===== src/nsw_pkg.sv =====
// Shared constants and types for the neighbor sampler.
package nsw_pkg;

    localparam int MAX_DEGREE = 64;
    localparam int ID_WIDTH   = 32;
    localparam int ADDR_W     = $clog2(MAX_DEGREE);
    localparam int CNT_W      = ADDR_W + 1;
    localparam int RND_W      = 31;
    localparam int SS_W       = 7;

    // Configuration register indexes
    localparam logic [0:0] CFG_PICK_LIMIT = 1'd0;
    localparam logic [0:0] CFG_CARRY_EDGE = 1'd1;

    // Commands from controller to datapath
    typedef struct packed {
        logic store_item;   // write the accepted word at fill_count
        logic clear_list;   // fill_count, overflow and step index back to zero
        logic load_step;    // read slot i and its random word at the step index
        logic start_mod;    // start remainder unit
        logic read_j;       // read slot j
        logic swap_write;   // write slot j with old slot i
        logic emit_sample;  // drive one result word
        logic emit_empty;   // drive the empty-list result
        logic next_step;    // advance step index
    } nsw_cmd_t;

    // Status from datapath to controller
    typedef struct packed {
        logic mod_done;
        logic shuffle;      // list longer than sample size
        logic last_step;    // current step is the last one
    } nsw_status_t;

endpackage


===== src/nsw_ctrl.sv =====
// Controller state machine for buffering and emission.
module nsw_ctrl (
    input  logic                  clk,
    input  logic                  rst_n,
    input  logic                  start,
    input  logic                  list_end,
    input  logic                  list_empty,
    input  nsw_pkg::nsw_status_t  status,
    output nsw_pkg::nsw_cmd_t     cmd,
    output logic                  busy
);
    import nsw_pkg::*;

    localparam logic [2:0] ST_IDLE  = 3'd0;
    localparam logic [2:0] ST_LOAD  = 3'd1;
    localparam logic [2:0] ST_MOD   = 3'd2;
    localparam logic [2:0] ST_READJ = 3'd3;
    localparam logic [2:0] ST_EMIT  = 3'd4;
    localparam logic [2:0] ST_WAIT  = 3'd5;
    localparam logic [2:0] ST_DONE  = 3'd6;

    logic [2:0] state_reg, state_next;

    // Next state and commands
    always_comb
    begin
        state_next = state_reg;
        cmd        = '0;
        unique case (state_reg)
            ST_IDLE:
            begin
                if (start)
                begin
                    if (list_empty)
                    begin
                        cmd.clear_list = 1'b1;
                        cmd.emit_empty = 1'b1;
                    end
                    else
                    begin
                        cmd.store_item = 1'b1;
                        if (list_end)
                            state_next = ST_LOAD;
                    end
                end
            end
            ST_LOAD:
            begin
                cmd.load_step = 1'b1;
                state_next    = ST_WAIT;
            end
            ST_WAIT:
            begin
                if (status.shuffle)
                begin
                    cmd.start_mod = 1'b1;
                    state_next    = ST_MOD;
                end
                else
                    state_next = ST_EMIT;
            end
            ST_MOD:
            begin
                if (status.mod_done)
                    state_next = ST_READJ;
            end
            ST_READJ:
            begin
                cmd.read_j = 1'b1;
                state_next = ST_EMIT;
            end
            ST_EMIT:
            begin
                cmd.emit_sample = 1'b1;
                cmd.swap_write  = status.shuffle;
                if (status.last_step)
                    state_next = ST_DONE;
                else
                begin
                    cmd.next_step = 1'b1;
                    state_next    = ST_LOAD;
                end
            end
            ST_DONE:
            begin
                cmd.clear_list = 1'b1;
                state_next     = ST_IDLE;
            end
            default:
                state_next = ST_IDLE;
        endcase
    end

    always_ff @(posedge clk or negedge rst_n)
    begin
        if (!rst_n)
            state_reg <= ST_IDLE;
        else
            state_reg <= state_next;
    end

    assign busy = state_reg != ST_IDLE;
endmodule


===== config.mk =====
export PLATFORM = sky130hd
export DESIGN_NAME = nsw_ctrl
export DESIGN_NICKNAME = d
export VERILOG_FILES = /design/src/nsw_pkg.sv /design/src/nsw_ctrl.sv
export SDC_FILE = /design/constraint.sdc
export NUM_CORES = 1
export LEC_CHECK = 0
export ABC_AREA = 1
export BUFFER_PORTS_ARGS = -buffer_cell sky130_fd_sc_hd__buf_4
export CORE_AREA = 2 2 39 41
export DETAILED_ROUTE_END_ITERATION = 16
export DIE_AREA = 0 0 41 43
export GPL_ROUTABILITY_DRIVEN = 0
export GPL_TIMING_DRIVEN = 0
export PLACE_DENSITY = 0.45
export RECOVER_POWER = 50
export REMOVE_ABC_BUFFERS = 1
export SETUP_SLACK_MARGIN = 0.1
export SYNTH_ARGS = -nofsm -noshare
export SYNTH_HDL_FRONTEND = slang
export SYNTH_SLANG_ARGS = --single-unit
export TNS_END_PERCENT = 10

===== constraint.sdc =====
create_clock -name clk -period 1.5 [get_ports clk]
set_clock_uncertainty 0.05 [all_clocks]
set_input_delay 0.075 -clock clk [delete_from_list [all_inputs] [get_ports clk]]
set_output_delay 0.075 -clock clk [all_outputs]
set_load 0.05 [all_outputs]

* Word level (Yosys, flattened, before mapping) *
Index checks and enable logic that the tools add are counted.

word-level totals
  register bits = 3
  output and inout port bits = 10

cells by class
  multiplexer cells = 21
  reduce and logical (&&, ||, !) cells = 3
  equality and inequality tests = 10

operator list
  cell                number
  $mux 3              6
  $pmux 3 s6          1
  $mux 1              11
  $eq 3x3->1 const B  3
  $ne 2x2->1 const B  4
  $eq 3x2->1 const B  2
  $mux 2              2
  $reduce_and 4->1    1
  $eq 3x1->1 const B  1
  $logic_not 3->1     1
  $reduce_bool 3->1   1
  $pmux 1 s2          1

* Logic depth before layout (Yosys ltp) *
  word-level depth = 4
  mapped depth = 5

* Least setup slack after synthesis *
No wires, ideal clock.

  kind = reg2out
  start = register state_reg[0]
  end = output port cmd[7] in the netlist's numbering
  buffers on the path = 0
  setup slack = -0.402 ns
  stages on the path, launching flop included = 4
  data arrival time = 1.777 ns
  cell sequence = dfrtp_1 nor2_2 nand2_1 o21ai_1

RTL lines
  what                    line            text
  from (decl)             nsw_ctrl.sv:22  logic [2:0] state_reg, state_next;
  from (signal assigned)  nsw_ctrl.sv:99  state_reg <= state_next;
  to (decl)               nsw_ctrl.sv:9   output nsw_pkg::nsw_cmd_t cmd,

==> metrics.md <==
| Metric | Value |
|---|---|
| Initial standard-cell utilization of the core | `17.8%` |
| Worst-case headroom to the max-slew limit | `81.8%` |
| DIE AREA | `0.00176 sq mm` |
| X dimension of the die | `41 microns` |
| Yosys reg bits | `3` |
| Post-route setup TNS | `0 ns` |
| Row count | `14` |
| Vias in the first global route | `265` |
| Pleak | `0.253 nW` |
| Power density normalized to cell area | `2360 mW/mm^2` |
| Post-route fraction of the period consumed by the critical path | `91.5%` |
| Growth of design area from synthesis to finish | `83.8%` |
| Slew @ Worst Pin | `0.275 ns` |
| Share of synthesized registers carrying an async set or reset | `100%` |
| Worst setup timing slack at the placement stage | `0.288 ns` |
| Class of the most critical hold timing path | `in2reg` |
| DR DRC count | `0` |
| Post-route antenna net violation count | `0` |
| Seq/Total Area, Yosys | `30.5%` |
| Number of iterations in the first detailed-routing pass | `3` |
| Distinct cell type count of the synthesized netlist | `12` |
| Num ports | `18` |
| Synth Warn # | `0` |
| Area of the mapped netlist | `246 sq um` |
| TritonCTS buffer count | `3` |
| Final hold violations | `0` |
| Crit. End Element | `primary output` |
| Ranking of synthesized cells by area | `sky130_fd_sc_hd__dfrtp_1, sky130_fd_sc_hd__nand2_1, sky130_fd_sc_hd__nand3_1, sky130_fd_sc_hd__inv_1, sky130_fd_sc_hd__nor2_1` |
| Clock latency on the worst-skew pair | `0.23 ns` |
| Crit path time final | `1.37 ns` |
| Cell Int Power | `0.000445 W` |
| List of most frequent post-synthesis cells | `sky130_fd_sc_hd__nand2_1, sky130_fd_sc_hd__inv_1, sky130_fd_sc_hd__nand3_1, sky130_fd_sc_hd__nor2_1, sky130_fd_sc_hd__dfrtp_1` |
| Global-route wire length before repair | `924 microns` |
| Overall Global Routing Usage | `7.75%` |
| Filler instances | `172` |
| Wirelength per Cell | `8.34 microns` |
| Core ar. | `0.00138 sq mm` |
| Initial antenna violation count | `0` |
| Area share of the leading cell type in the synthesized netlist | `30.5%` |
| Number of nets at the end of the flow | `73` |
| Type of the worst setup path | `reg2out` |
| Input/output buffers | `17` |
| Global-route congestion overflow total | `0` |
| Largest fanout on the critical path | `7` |
| Terminating pin of the worst hold path | `state_reg[2]` |
| Most frequent cell after synthesis | `sky130_fd_sc_hd__nand2_1` |
| Clock sinks | `3` |
| Startpoint kind of the worst setup timing path | `flip-flop` |
| Dominant cell type by area after synthesis | `sky130_fd_sc_hd__dfrtp_1` |
| Endpoint of the most critical register-to-register path | `state_reg[0]` |
| Max-cap violations | `0` |
| Most used flip-flop cell after synthesis | `sky130_fd_sc_hd__dfrtp_1` |
| Avg Synthesized Cell Area | `6.01 sq um` |
| Floorplan die height | `43 microns` |
| Share of cells above drive strength 1 | `42.2%` |
| Clock slew at reported path FFs | `0.04 ns` |
| Power share of the clock group | `13.2%` |
| Antenna cell count | `0` |
| Count of cells along the worst hold path | `3` |
| Largest net degree at the start of global routing | `8` |
| Post-layout total power | `0.00107 W` |
| Highest attainable clock frequency | `0.729 GHz` |
| Share of total power in sequential cells | `19.7%` |
| Flip-flop count of the largest register after layout | `3` |
| Crit path setup slack, layout | `0.127 ns` |
| Number of enable-type register cells in the synthesized netlist | `0` |
| CTS tree | `done` |
| Vias after detailed routing | `322` |
| CP Data Arrival Time | `1.25 ns` |
| Setup repair after global routing missed its margin | `yes` |
| Via density per instance | `4.03` |
| Setup violators final | `0` |
| Final wirelength | `667 microns` |
| Reg-to-Reg Start | `state_reg[2]` |
| Status | `finished, final reports clean` |
| Root Buffer | `sky130_fd_sc_hd__clkbuf_4` |
| Sw power | `0.000622 W` |
| Length in cells of the worst reg-to-reg path | `6` |
| DRC marker count from the first detailed-route iteration | `1` |
| Flop-to-flop setup slack | `0.34 ns` |
| Slew Viols, Final | `0` |
| Half-perimeter wire length after placement | `534 microns` |
| Hold Startpoint | `status[0]` |
| Critical path data required time | `1.37 ns` |
| Largest voltage drop on the vdd net | `0.000875 V` |
| Comb pwr share | `67.1%` |
| Number of buffers on the longest clock path | `2` |
| Number of instances in the synthesized netlist | `41` |
| H-tree depth | `1` |
| WHS | `0.0379 ns` |
| Switching share of power | `58.3%` |
## critical path, cell delays in order, from the launching register on
cell,delay [ns]
sky130_fd_sc_hd__dfrtp_1,0.44
sky130_fd_sc_hd__inv_1,0.17
sky130_fd_sc_hd__nand2_2,0.10
sky130_fd_sc_hd__o21ai_2,0.13
sky130_fd_sc_hd__buf_6,0.17
## through the flow
stage | instance area [sq um] | cells | utilization (%)
3_3_place_gp | 394 | 74 | 28.5
3_5_place_dp | 394 | 74 | 28.5
6_report | 453 | 80 | 32.7
2_1_floorplan | 246 | 41 | -
5_1_grt | 453 | 80 | 32.7
4_1_cts | 443 | 79 | 32.0
## routing by layer
layer | part of all wire [%] | global-route usage [%] | up-vias
li1 | - | - | 173
met1 | 42 | 8.41 | 137
met2 | 49 | 12.2 | 12
met3 | 9.4 | 1.57 | 0
met4 | 0 | 6.00 | 0
met5 | 0 | 0 | -
## power groups by stage
stage / clock network [W] / logic [W] / registers, W
after floorplan: 0 / 0.000507 / 0.000182
after global placement: 0 / 0.000688 / 0.000199
after detailed placement: 0 / 0.000689 / 0.000198
after CTS: 0.000150 / 0.000712 / 0.000203
after global routing: 0.000153 / 0.000759 / 0.000220
final: 0.000141 / 0.000715 / 0.000210
## how the worst max path moves through the flow
stage | endpoint | depth (start not counted) | from | slack [ns]
final | cmd[7] | 4 | state_reg[2] | 0.13
after global routing | cmd[8] | 4 | state_reg[2] | 0.05
after CTS | cmd[7] | 4 | state_reg[0] | 0.10
after detailed placement | cmd[7] | 4 | state_reg[0] | 0.29
after global placement | cmd[7] | 4 | state_reg[0] | 0.29
after floorplan | cmd[7] | 3 | state_reg[0] | -0.40
## cell type report
cell class	instances	area (sq um)	area share [%]
repair buffers	19	146	32.3
clock buffers	4	26.3	5.80
flip-flops and latches	3	77.6	17.1
multi-input cells	30	153	33.7
well taps	16	20.0	4.42
inverters	8	30.0	6.63
## cell families after synthesis
kind of cell | Yosys count | synth area share, %
buffers and inverters | 8 | 12.2
AND/OR/NAND/NOR | 28 | 52.3
AO/OA/AOI/OAI | 2 | 5.08
flip-flops | 3 | 30.5
## what timing repair did
action | 4_1_cts | 5_1_grt
hold endpoints to repair | 3 | 0
pin swaps | 0 | 0
buffers inserted | 0 | 1
gates resized for setup | 5 | 3
setup endpoints to repair | 3 | 4
hold buffers | 1 | 0
## layout by cell type (no fill, tap or decap)
cell type                       instances
sky130_fd_sc_hd__nor2_1                 5
sky130_fd_sc_hd__inv_2                  1
sky130_fd_sc_hd__nor2_2                 1
sky130_fd_sc_hd__dfrtp_1                1
sky130_fd_sc_hd__nor2_4                 1
sky130_fd_sc_hd__nor3_2                 1
sky130_fd_sc_hd__o211ai_1               1
sky130_fd_sc_hd__buf_6                  3
sky130_fd_sc_hd__dlygate4sd3_1          1
sky130_fd_sc_hd__buf_4                 12
sky130_fd_sc_hd__inv_1                  7
sky130_fd_sc_hd__nand2_2                1
sky130_fd_sc_hd__dfrtp_2                2
sky130_fd_sc_hd__clkbuf_2               1
sky130_fd_sc_hd__clkbuf_1               3
sky130_fd_sc_hd__nand3_1                5
sky130_fd_sc_hd__nand3b_1               1
sky130_fd_sc_hd__clkbuf_4               3
sky130_fd_sc_hd__nand2_1               11
sky130_fd_sc_hd__o21ai_2                1
sky130_fd_sc_hd__nor3_1                 2
No activity file was read; power rests on OpenSTA's default activity.
